### src/hdl/assert_macros.svh
// assertion macros used by utf8_name_hash_unit
`ifndef ASSERT_MACROS_SVH
`define ASSERT_MACROS_SVH
`ifndef SYNTHESIS
`define U8NH_ASSERT(lbl, prop) \
  lbl: assert property (@(posedge clk_i) disable iff (!rst_ni) (prop)) \
    else $error("assertion failed");
`define U8NH_ASSERT_NEVER(lbl, cond) \
  lbl: assert property (@(posedge clk_i) disable iff (!rst_ni) !(cond)) \
    else $error("forbidden condition seen");
`else
`define U8NH_ASSERT(lbl, prop)
`define U8NH_ASSERT_NEVER(lbl, cond)
`endif
`endif

### src/hdl/u8nh_pkg.sv
// types and constants of the utf-8 name hash unit
package u8nh_pkg;

  localparam int unsigned ByteW  = 8;
  localparam int unsigned HashW  = 32;
  localparam int unsigned CharW  = 16;
  localparam int unsigned LeadW  = 5;
  localparam int unsigned SecW   = 6;

  localparam logic [5:0] HashMult = 6'd37;

  // decoder phase, one-hot
  typedef enum logic [3:0] {
    PH_LEAD     = 4'b0001,
    PH_TWO_B2   = 4'b0010,
    PH_THREE_B2 = 4'b0100,
    PH_THREE_B3 = 4'b1000
  } phase_e;

  // decoder outcome for one byte
  typedef struct packed {
    logic               fold;
    logic               emit;
    logic [CharW-1:0]   ch;
    phase_e             phase_d;
    logic [LeadW-1:0]   lead_d;
    logic [SecW-1:0]    second_d;
  } dec_t;

endpackage

### src/hdl/utf8_name_hash_unit.sv
// a terminating zero byte is taken into the byte register, and its hash is then loaded into the result register
// throughput: one byte per cycle while no name end is stalled; the byte register feeds the hash register directly
// a byte that ends a name waits in the byte register only while the previous hash is untaken
// the hash register updates as hash*37 + sign-extended character on each finished character and clears at a name's end
// reset (rst_ni low, asynchronous) empties both registers, clears the hash, expects a lead byte
`include "assert_macros.svh"

module utf8_name_hash_unit (
  input  logic                             clk_i,
  input  logic                             rst_ni,
  input  logic                             in_valid_i,
  output logic                             in_ready_o,
  input  logic [u8nh_pkg::ByteW-1:0]       name_byte_i,
  output logic                             out_valid_o,
  input  logic                             out_ready_i,
  output logic [u8nh_pkg::HashW-1:0]       name_hash_o
);
  import u8nh_pkg::*;

  logic               s1_valid_q;
  logic [ByteW-1:0]   s1_byte_q;
  phase_e             phase_q;
  logic [LeadW-1:0]   lead_q;
  logic [SecW-1:0]    second_q;
  logic [HashW-1:0]   hash_q, hash_d;
  logic               out_valid_q;
  logic [HashW-1:0]   out_hash_q;
  dec_t               dec;
  logic               out_free;
  logic               s1_adv;
  logic               in_fire;

  // decode of the held byte
  u8nh_decode u_decode (
    .phase_i  (phase_q),
    .lead_i   (lead_q),
    .second_i (second_q),
    .byte_i   (s1_byte_q),
    .dec_o    (dec)
  );

  // handshake: only an item that ends a name needs room in the result register
  assign out_free   = !out_valid_q || out_ready_i;
  assign s1_adv     = s1_valid_q && (!dec.emit || out_free);
  assign in_ready_o = !s1_valid_q || s1_adv;
  assign in_fire    = in_valid_i && in_ready_o;

  // hash update
  always_comb begin
    hash_d = hash_q;
    if (dec.emit) begin
      hash_d = '0;
    end else if (dec.fold) begin
      hash_d = HashW'(hash_q * HashW'(HashMult))
             + {{(HashW-CharW){dec.ch[CharW-1]}}, dec.ch};
    end
  end

  // control and decoder state
  always_ff @(posedge clk_i or negedge rst_ni) begin
    if (!rst_ni) begin
      s1_valid_q  <= 1'b0;
      out_valid_q <= 1'b0;
      phase_q     <= PH_LEAD;
      lead_q      <= '0;
      second_q    <= '0;
      hash_q      <= '0;
    end else begin
      if (in_fire) begin
        s1_valid_q <= 1'b1;
      end else if (s1_adv) begin
        s1_valid_q <= 1'b0;
      end
      if (s1_adv && dec.emit) begin
        out_valid_q <= 1'b1;
      end else if (out_ready_i) begin
        out_valid_q <= 1'b0;
      end
      if (s1_adv) begin
        phase_q  <= dec.phase_d;
        lead_q   <= dec.lead_d;
        second_q <= dec.second_d;
        hash_q   <= hash_d;
      end
    end
  end

  // payload registers
  always_ff @(posedge clk_i) begin
    if (in_fire) begin
      s1_byte_q <= name_byte_i;
    end
    if (s1_adv && dec.emit) begin
      out_hash_q <= hash_q;
    end
  end

  assign out_valid_o = out_valid_q;
  assign name_hash_o = out_hash_q;

  // checks on the internal pipeline
  `U8NH_ASSERT(a_stall_only_on_emit, (s1_valid_q && !s1_adv) |-> (dec.emit && out_valid_q))
  `U8NH_ASSERT_NEVER(a_emit_outside_lead, dec.emit && (phase_q != PH_LEAD))
  `U8NH_ASSERT(a_hash_cleared, (s1_adv && dec.emit) |=> (hash_q == '0 && phase_q == PH_LEAD))
  `U8NH_ASSERT(a_result_loaded, (s1_adv && dec.emit) |=> (out_valid_q && out_hash_q == $past(hash_q)))

endmodule

### src/hdl/u8nh_decode.sv
// utf-8 byte decoder: next phase, character assembly and end-of-name detection
module u8nh_decode (
  input  u8nh_pkg::phase_e                 phase_i,
  input  logic [u8nh_pkg::LeadW-1:0]       lead_i,
  input  logic [u8nh_pkg::SecW-1:0]        second_i,
  input  logic [u8nh_pkg::ByteW-1:0]       byte_i,
  output u8nh_pkg::dec_t                   dec_o
);
  import u8nh_pkg::*;

  always_comb begin
    dec_o          = '0;
    dec_o.phase_d  = PH_LEAD;
    dec_o.lead_d   = lead_i;
    dec_o.second_d = second_i;
    case (phase_i)
      // lead byte: plain character, start of a multi-byte form, or end of name
      PH_LEAD: begin
        if (byte_i == '0) begin
          dec_o.emit = 1'b1;
        end else if (!byte_i[7]) begin
          dec_o.fold = 1'b1;
          dec_o.ch   = {{(CharW-ByteW){1'b0}}, byte_i};
        end else if (byte_i[5]) begin
          dec_o.lead_d  = {1'b0, byte_i[3:0]};
          dec_o.phase_d = PH_THREE_B2;
        end else begin
          dec_o.lead_d  = byte_i[4:0];
          dec_o.phase_d = PH_TWO_B2;
        end
      end
      // last byte of a two-byte form
      PH_TWO_B2: begin
        dec_o.fold = 1'b1;
        dec_o.ch   = {5'b0, lead_i, byte_i[5:0]};
      end
      // middle byte of a three-byte form
      PH_THREE_B2: begin
        dec_o.second_d = byte_i[5:0];
        dec_o.phase_d  = PH_THREE_B3;
      end
      // last byte of a three-byte form
      PH_THREE_B3: begin
        dec_o.fold = 1'b1;
        dec_o.ch   = {lead_i[3:0], second_i, byte_i[5:0]};
      end
      default: begin
        dec_o.phase_d = PH_LEAD;
      end
    endcase
  end

endmodule

### config.mk
export PLATFORM = sky130hd
export DESIGN_NAME = utf8_name_hash_unit
export DESIGN_NICKNAME = d
export VERILOG_FILES = /design/src/hdl/u8nh_pkg.sv /design/src/hdl/utf8_name_hash_unit.sv /design/src/hdl/u8nh_decode.sv
export VERILOG_INCLUDE_DIRS = /design/src /design/src/hdl
export SDC_FILE = /design/constraint.sdc
export NUM_CORES = 1
export LEC_CHECK = 0
export ABC_AREA = 1
export BUFFER_PORTS_ARGS = -buffer_cell sky130_fd_sc_hd__buf_2
export CAP_MARGIN = 20
export CORE_MARGIN = 8
export CORE_UTILIZATION = 30
export CTS_CLUSTER_DIAMETER = 200
export CTS_CLUSTER_SIZE = 16
export DETAILED_ROUTE_END_ITERATION = 8
export GPL_ROUTABILITY_DRIVEN = 1
export PLACE_DENSITY = 0.54
export SLEW_MARGIN = 40
export SYNTH_ARGS = -nofsm -noshare
export SYNTH_HDL_FRONTEND = slang
export SYNTH_SLANG_ARGS = --single-unit
### constraint.sdc
create_clock -name clk_i -period 3.5 [get_ports clk_i]
set_clock_uncertainty 0.2 [all_clocks]
set_input_delay 0.35 -clock clk_i [delete_from_list [all_inputs] [get_ports clk_i]]
set_output_delay 0.35 -clock clk_i [all_outputs]
set_load 0.01 [all_outputs]
==> reports/qor.csv, run 1 <==
stage,metric,value,unit
sta,period_share,104.2,%
worst_setup_path,cpLargestDelayFamily,adder cells,
synth,synth_cells,988,
worst_setup_path,slowest_delay,0.49,ns
place,numPlacedInstances,1473,
route,wire_per_inst,14.84,um
worst_setup_path,crit_type,reg -> reg,
min_path,min_path_type,in -> reg,
floorplan,die_area,31720,um^2
final_layout,drive_gt1_share,43.48,%
worst_setup_path,crit_start,hash_q[9],
synth,synth_most_common_cell,nand2_1,
final_layout,multi_input_area,6197,um^2
worst_setup_path,cp-start-kind,flip-flop,
flow_run,maxCapViolations,0,
sta,final.min_clock_period,3.646,ns
final_layout,syn_to_final_growth,48.36,%
sta,max_freq,274.3,MHz
place,routabilityCongestion,0.8624,
worst_setup_path,cp_cell_sequence,ha_4 -> ha_4 -> fa_1 -> inv_1 -> fa_1 -> inv_2 -> ha_4 -> a21oi_2 -> nand2_2 -> inv_2 -> nand2_1 -> nand2_1 -> nand3b_1 -> nand2_1 -> nand2_1 -> o21ai_1,
synth,synth_fp_nets,1145,
sta,setup_violations,17,
run_status,outcome,finished with violations,
synth,yosys_most_used_dff,dfrtp_1,
grt,gr-usage-all-layers,15.03,%
min_path,hold_depth,4,
synth,synth_commonest_cells,"nand2_1, inv_1, ha_1, nor2_1, fa_1",
synth,ys_seq_area_share,30.80,%
grt,gr-total-overflow,0,
final_layout,nFillCells,2478,
synth,yosysUniqueCellTypes,37,
final_layout,nNetsFinal,1341,
route,ant_nets,0,
final_layout,instances_no_fill,1524,
worst_setup_path,cpMostUsedCell,nand2_1,
route,drc,0,
sta,slew_violations,0,
synth,synth_area,7884,um^2
sta,fin_setup_tns,-1.009,ns
route,finalWirelength,22.61,mm
worst_setup_path,endpoint_kind,flip-flop,
final_layout,regArea,2457,um^2
floorplan,die_x,178.1,um
synth,async_reset_ff_share,55.06,%
worst_setup_path,crit_path_top_delay_cell,fa_1,
clock_tree,clk_pin_slew,0.09,ns
grt,grt_max_degree,38,
final_layout,num_antenna_cells,0,
clock_tree,insertion_delay,0.36,ns
synth,synth-seq-cells,89,
clock_tree,cts_root_buf,clkbuf_16,
worst_setup_path,regToRegStartpoint,hash_q[9],
route,drt_iter0_drc,302,
clock_tree,clk_path_buf_depth,2,
grt,antenna_found_initial,0,
floorplan,chipHeight,178.1,um
synth,yosys.area.top_type,dfrtp_1,
worst_setup_path,path_max_fanout,4,
worst_setup_path,cp.required,3.58,ns
clock_tree,htree_levels,3,
run_status,violations,setup timing,
synth,synth_area_leaders,"dfrtp_1, edfxtp_1, ha_1, nand2_1, fa_1",
place,dp_hpwl,17.19,mm
floorplan,row_count,59,
sta,slew_headroom,48.09,%
worst_setup_path,rr_worst_depth,16,
place,pre_cts_ws,-0.4907,ns
sta,rsz0062_at_grt,true,
floorplan,start_util,30.43,%
place,io_buffer_count,45,
grt,grt_pass1_vias,7159,
synth,avgSynthCellArea,7.980,um^2
synth,synth_edf_count,40,
synth,netlist.area_leader.share,15.24,%
floorplan,io_pins,46,
route,vias,6775,
worst_setup_path,cp.depth,16,
grt,grt_pass1_wl,37.79,mm
floorplan,coreArea,25910,um^2
min_path,min_from,out_ready_i,
clock_tree,clock_sinks,89,
worst_setup_path,path_buf_inv,3,
route,vias_per_cell,4.446,
sta,fin_ws,-0.1455,ns
sta,hold_violations,0,
clock_tree,cts_inserted_buffers,9,
synth,synth_warnings,0,
worst_setup_path,worstPathArrival,3.73,ns
route,first_pass_iters,4,
sta,worst_slew_pin_slew,0.7786,ns
clock_tree,cts_tree,done,
state kept, by name, summed over array words and instances (netlist names):
register	count
lead_q	5
out_valid_o	1
name_hash_o	32
second_q	6
s1_byte_q	8
hash_q	32
s1_valid_q	1
phase_q	4
cells by family (layout without fill, tap and decap cells):
| logic type | count (synthesis) | in the layout | synth area share (%) |
|---|---|---|---|
| and+or+nand+nor | 447 | 447 | 23.55 |
| buffers and inverters | 227 | 428 | 11.47 |
| adders and majority gates | 145 | 145 | 28.06 |
| DFF | 89 | 89 | 30.80 |
| AOI/OAI and AO/OA | 79 | 79 | 5.999 |
| xor gates and xnor gates | 1 | 1 | 0.1111 |
repair_timing:
action	CTS	global route
resized for setup	258	96
pin swaps	128	57
hold buffers	10	0
buffers inserted	23	7
endpoints found under the setup margin	25	27
hold endpoints to repair	33	0
through the flow:
stage	hold WS, ns	cell area, um^2	util [%]
after detailed placement	0.2678	9520	36.74
after CTS	0.02791	11330	43.71
after global routing	0.05442	11700	45.14
after global placement	0.2531	9520	36.74
after floorplan	-0.1456	8095	-
final	0.03929	11700	45.14
cells in the final DEF (no fill, tap or decap), drive strengths merged, types with 11 or more instances in the layout:
master and n:
a21oi 25, buf 183, dfrtp 48, edfxtp 40
fa 53, ha 92, inv 222, nand2 312
nand3 46, nand4 11, nor2 58, o21ai 42
final timing paths:
check                      slack, ns     endpoint
hold reg to reg                 0.29  second_q[0]
setup reg to reg               -0.15   hash_q[18]
hold / removal                  0.04  out_valid_o
max in group asynchronous       1.80   hash_q[20]
setup / recovery               -0.15   hash_q[18]
min in group asynchronous       0.39   phase_q[1]
cell type report:
class,count,area share [%]
well taps,335,3.584
multi-input cells,672,52.98
inverters,219,7.071
clock inverters,7,0.6953
clock buffers,9,1.926
flip-flops and latches,89,21.01
repair buffers,193,12.73
per-layer routing:
layer  share of wire (%)  wire length (um)  up-vias  GRT usage, %
met4                 1.1               240        0         3.508
met2                  47             10730       79         24.73
met5                   0                 0        -             0
li1                    -                 -     3461             -
met1                  49             11110     3221         20.72
met3                 2.3               527       14         1.842
worst reg2reg max path: cells and delay by family, from the launching register on:
family | cells | cell delay [ns]
simple gates | 6 | 0.58
flops | 1 | 0.47
compound gates | 2 | 0.41
buf+inv | 3 | 0.20
fa+ha+maj | 5 | 1.70
Power of run 1 is left out: the tool's default activity adds up to more than one toggle a clock period on the data nets, which glitch-free logic cannot reach.
==> inputs of run 2 (changes only) <==
--- a/config.mk
+++ b/config.mk
@@ -9,13 +9,16 @@
 export ABC_AREA = 1
 export BUFFER_PORTS_ARGS = -buffer_cell sky130_fd_sc_hd__buf_2
 export CAP_MARGIN = 20
+export CELL_PAD_IN_SITES_DETAIL_PLACEMENT = 1
+export CELL_PAD_IN_SITES_GLOBAL_PLACEMENT = 2
 export CORE_MARGIN = 8
 export CORE_UTILIZATION = 30
 export CTS_CLUSTER_DIAMETER = 200
 export CTS_CLUSTER_SIZE = 16
 export DETAILED_ROUTE_END_ITERATION = 8
 export GPL_ROUTABILITY_DRIVEN = 1
-export PLACE_DENSITY = 0.54
+export PLACE_DENSITY = 0.77
+export RECOVER_POWER = 25
 export SLEW_MARGIN = 40
 export SYNTH_ARGS = -nofsm -noshare
 export SYNTH_HDL_FRONTEND = slang
==> reports/qor.csv, run 2 (synthesized netlist as in run 1, its figures left out) <==
stage,metric,value,unit,change
worst_setup_path,slowest_delay,0.52,ns,+0.03 ns
clock_tree,cts_inserted_buffers,9,,unchanged
grt,gr-usage-all-layers,17.82,%,+2.8 points
route,first_pass_iters,6,,+2
final_layout,layout_common_cells,"nand2_1, inv_1, buf_4",,
sta,max_freq,273.9,MHz,-0.14%
floorplan,io_pins,46,,unchanged
worst_setup_path,cpMostUsedCell,nand2_1,,
sta,period_share,104.3,%,+0.14 points
final_layout,nNetsFinal,1366,,+1.9%
worst_setup_path,path_max_fanout,4,,unchanged
grt,grt_max_degree,28,,-26%
sta,slew_violations,0,,unchanged
worst_setup_path,reg2reg_slack,-0.15,ns,about the same
floorplan,row_count,59,,unchanged
final_layout,finish.utilization,47.16,%,+2.0 points
final_layout,syn_to_final_growth,55.01,%,
final_layout,num_antenna_cells,0,,unchanged
min_path,min_from,out_ready_i,,
final_layout,nFillCells,2959,,+19%
clock_tree,clock_sinks,89,,unchanged
sta,fin_ws,-0.1505,ns,-0.004976 ns
route,vias,7157,,+5.6%
sta,rsz0062_at_grt,true,,
min_path,min_to,out_valid_o,,
sta,final.min_clock_period,3.651,ns,+0.004976 ns
place,placed_cell_area,9676,um^2,+1.6%
final_layout,final_cell_area,12220,um^2,+4.5%
grt,grt_pass1_wl,44.06,mm,+17%
floorplan,start_util,30.43,%,unchanged
floorplan,die_area,31720,um^2,unchanged
place,io_buffer_count,45,,unchanged
min_path,hold_depth,4,,unchanged
grt,gr-total-overflow,0,,unchanged
clock_tree,clk_path_buf_depth,2,,unchanged
final_layout,regArea,2457,um^2,unchanged
clock_tree,cts_root_buf,clkbuf_16,,
sta,hold_violations,0,,unchanged
run_status,violations,setup timing,,
route,drt_iter0_drc,217,,-28%
worst_setup_path,cp_cell_sequence,buf_6 -> buf_6 -> ha_4 -> fa_1 -> inv_2 -> fa_1 -> inv_2 -> ha_4 -> nand2_4 -> inv_4 -> nand2_4 -> buf_4 -> nor3_2 -> nand2_1 -> nand3_1 -> nand2_1 -> nand3_1 -> nand2_1,,
clock_tree,htree_levels,3,,unchanged
route,ant_nets,0,,unchanged
place,pre_cts_ws,-0.5566,ns,-0.06593 ns
sta,setup_violations,21,,+4
floorplan,chipHeight,178.1,um,unchanged
clock_tree,clk_pin_slew,0.08,ns,about the same
worst_setup_path,cp.required,3.55,ns,-0.03 ns
sta,whs,0.04372,ns,+0.004429 ns
place,dp_hpwl,19.73,mm,+15%
final_layout,final_common_cell,nand2_1,,
run_status,outcome,finished with violations,,
worst_setup_path,cp-start-kind,flip-flop,,
worst_setup_path,regToRegStartpoint,hash_q[7],,
floorplan,die_x,178.1,um,unchanged
worst_setup_path,crit_type,reg -> reg,,
final_layout,multi_input_area,6521,um^2,+5.2%
worst_setup_path,crit_path_top_delay_cell,fa_1,,
grt,grt_pass1_vias,8242,,+15%
route,vias_per_cell,4.620,,+3.9%
clock_tree,insertion_delay,0.37,ns,about the same
grt,antenna_found_initial,0,,unchanged
clock_tree,cts_tree,done,,
route,wire_per_inst,17.24,um,+16%
worst_setup_path,r2r_end,hash_q[26],,
sta,worst_slew_pin_slew,0.6893,ns,-0.08935 ns
min_path,min_path_type,in -> reg,,
floorplan,coreArea,25910,um^2,unchanged
worst_setup_path,endpoint_kind,flip-flop,,
worst_setup_path,rr_worst_depth,18,,+2
place,routabilityCongestion,0.7916,,-8.2%
route,drc,0,,unchanged
worst_setup_path,worstPathArrival,3.70,ns,-0.03 ns
sta,slew_headroom,54.05,%,+6.0 points
route,finalWirelength,26.71,mm,+18%
final_layout,drive_gt1_share,48.35,%,+4.9 points
flow_run,maxCapViolations,0,,unchanged
-- run 2: cell types whose count changed in the layout (fill, tap and decap cells not counted), sizes merged --
cell | before | now
buf | 183 | 208
clkinv | 4 | 3
inv | 222 | 223
-- run 2: through the flow --
step,setup TNS [ns],cells
after floorplan,-0.005524,988
after global placement,-8.655,1492
after detailed placement,-9.577,1492
after CTS,-1.294,1545
after global routing,-5.079,1549
final,-1.710,1549
-- run 2: repair_timing --
action                                  4_1_cts  5_1_grt
resized for setup                           333       99
pin swaps                                   163       74
hold endpoints to repair                     32        0
hold buffers                                 10        0
endpoints found under the setup margin       27       27
buffers inserted                             34        4
-- run 2: layer usage --
| layer | routed length [um] | part of all wire [%] | up-vias | track usage, % |
|---|---|---|---|---|
| met5 | 0 | 0 | - | 0 |
| met4 | 348 | 1.3 | 0 | 3.751 |
| li1 | - | - | 3517 | - |
| met1 | 12120 | 45 | 3532 | 22.75 |
| met2 | 13480 | 50 | 84 | 31.64 |
| met3 | 757 | 2.8 | 24 | 2.265 |
-- run 2: worst max-delay path by stage --
stage	start	to	slack (ns)	cells past startpoint
3_3_place_gp	hash_q[9]	hash_q[31]	-0.50	17
6_report	hash_q[7]	hash_q[26]	-0.15	18
4_1_cts	hash_q[12]	hash_q[18]	-0.09	16
2_1_floorplan	hash_q[9]	hash_q[29]	-0.003	16
5_1_grt	hash_q[12]	hash_q[21]	-0.29	15
3_5_place_dp	hash_q[9]	hash_q[31]	-0.56	17
-- run 2: final cells by class --
type,count,area share (%)
Multi-Input combinational cell,672,53.36
Sequential cell,89,20.11
Timing Repair Buffer,218,13.80
Inverter,219,6.809
Tap cell,335,3.430
Clock buffer,9,1.843
Clock inverter,7,0.6450
-- run 2: worst max-delay path, delay by kind of cell (launching register included) --
family / cells / cell delay (ns)
and+or+nand+nor: 8 / 0.68
buffers and inverters: 6 / 0.57
adders and majority gates: 4 / 1.59
DFF: 1 / 0.48
Power of run 2 is left out for the same reason.
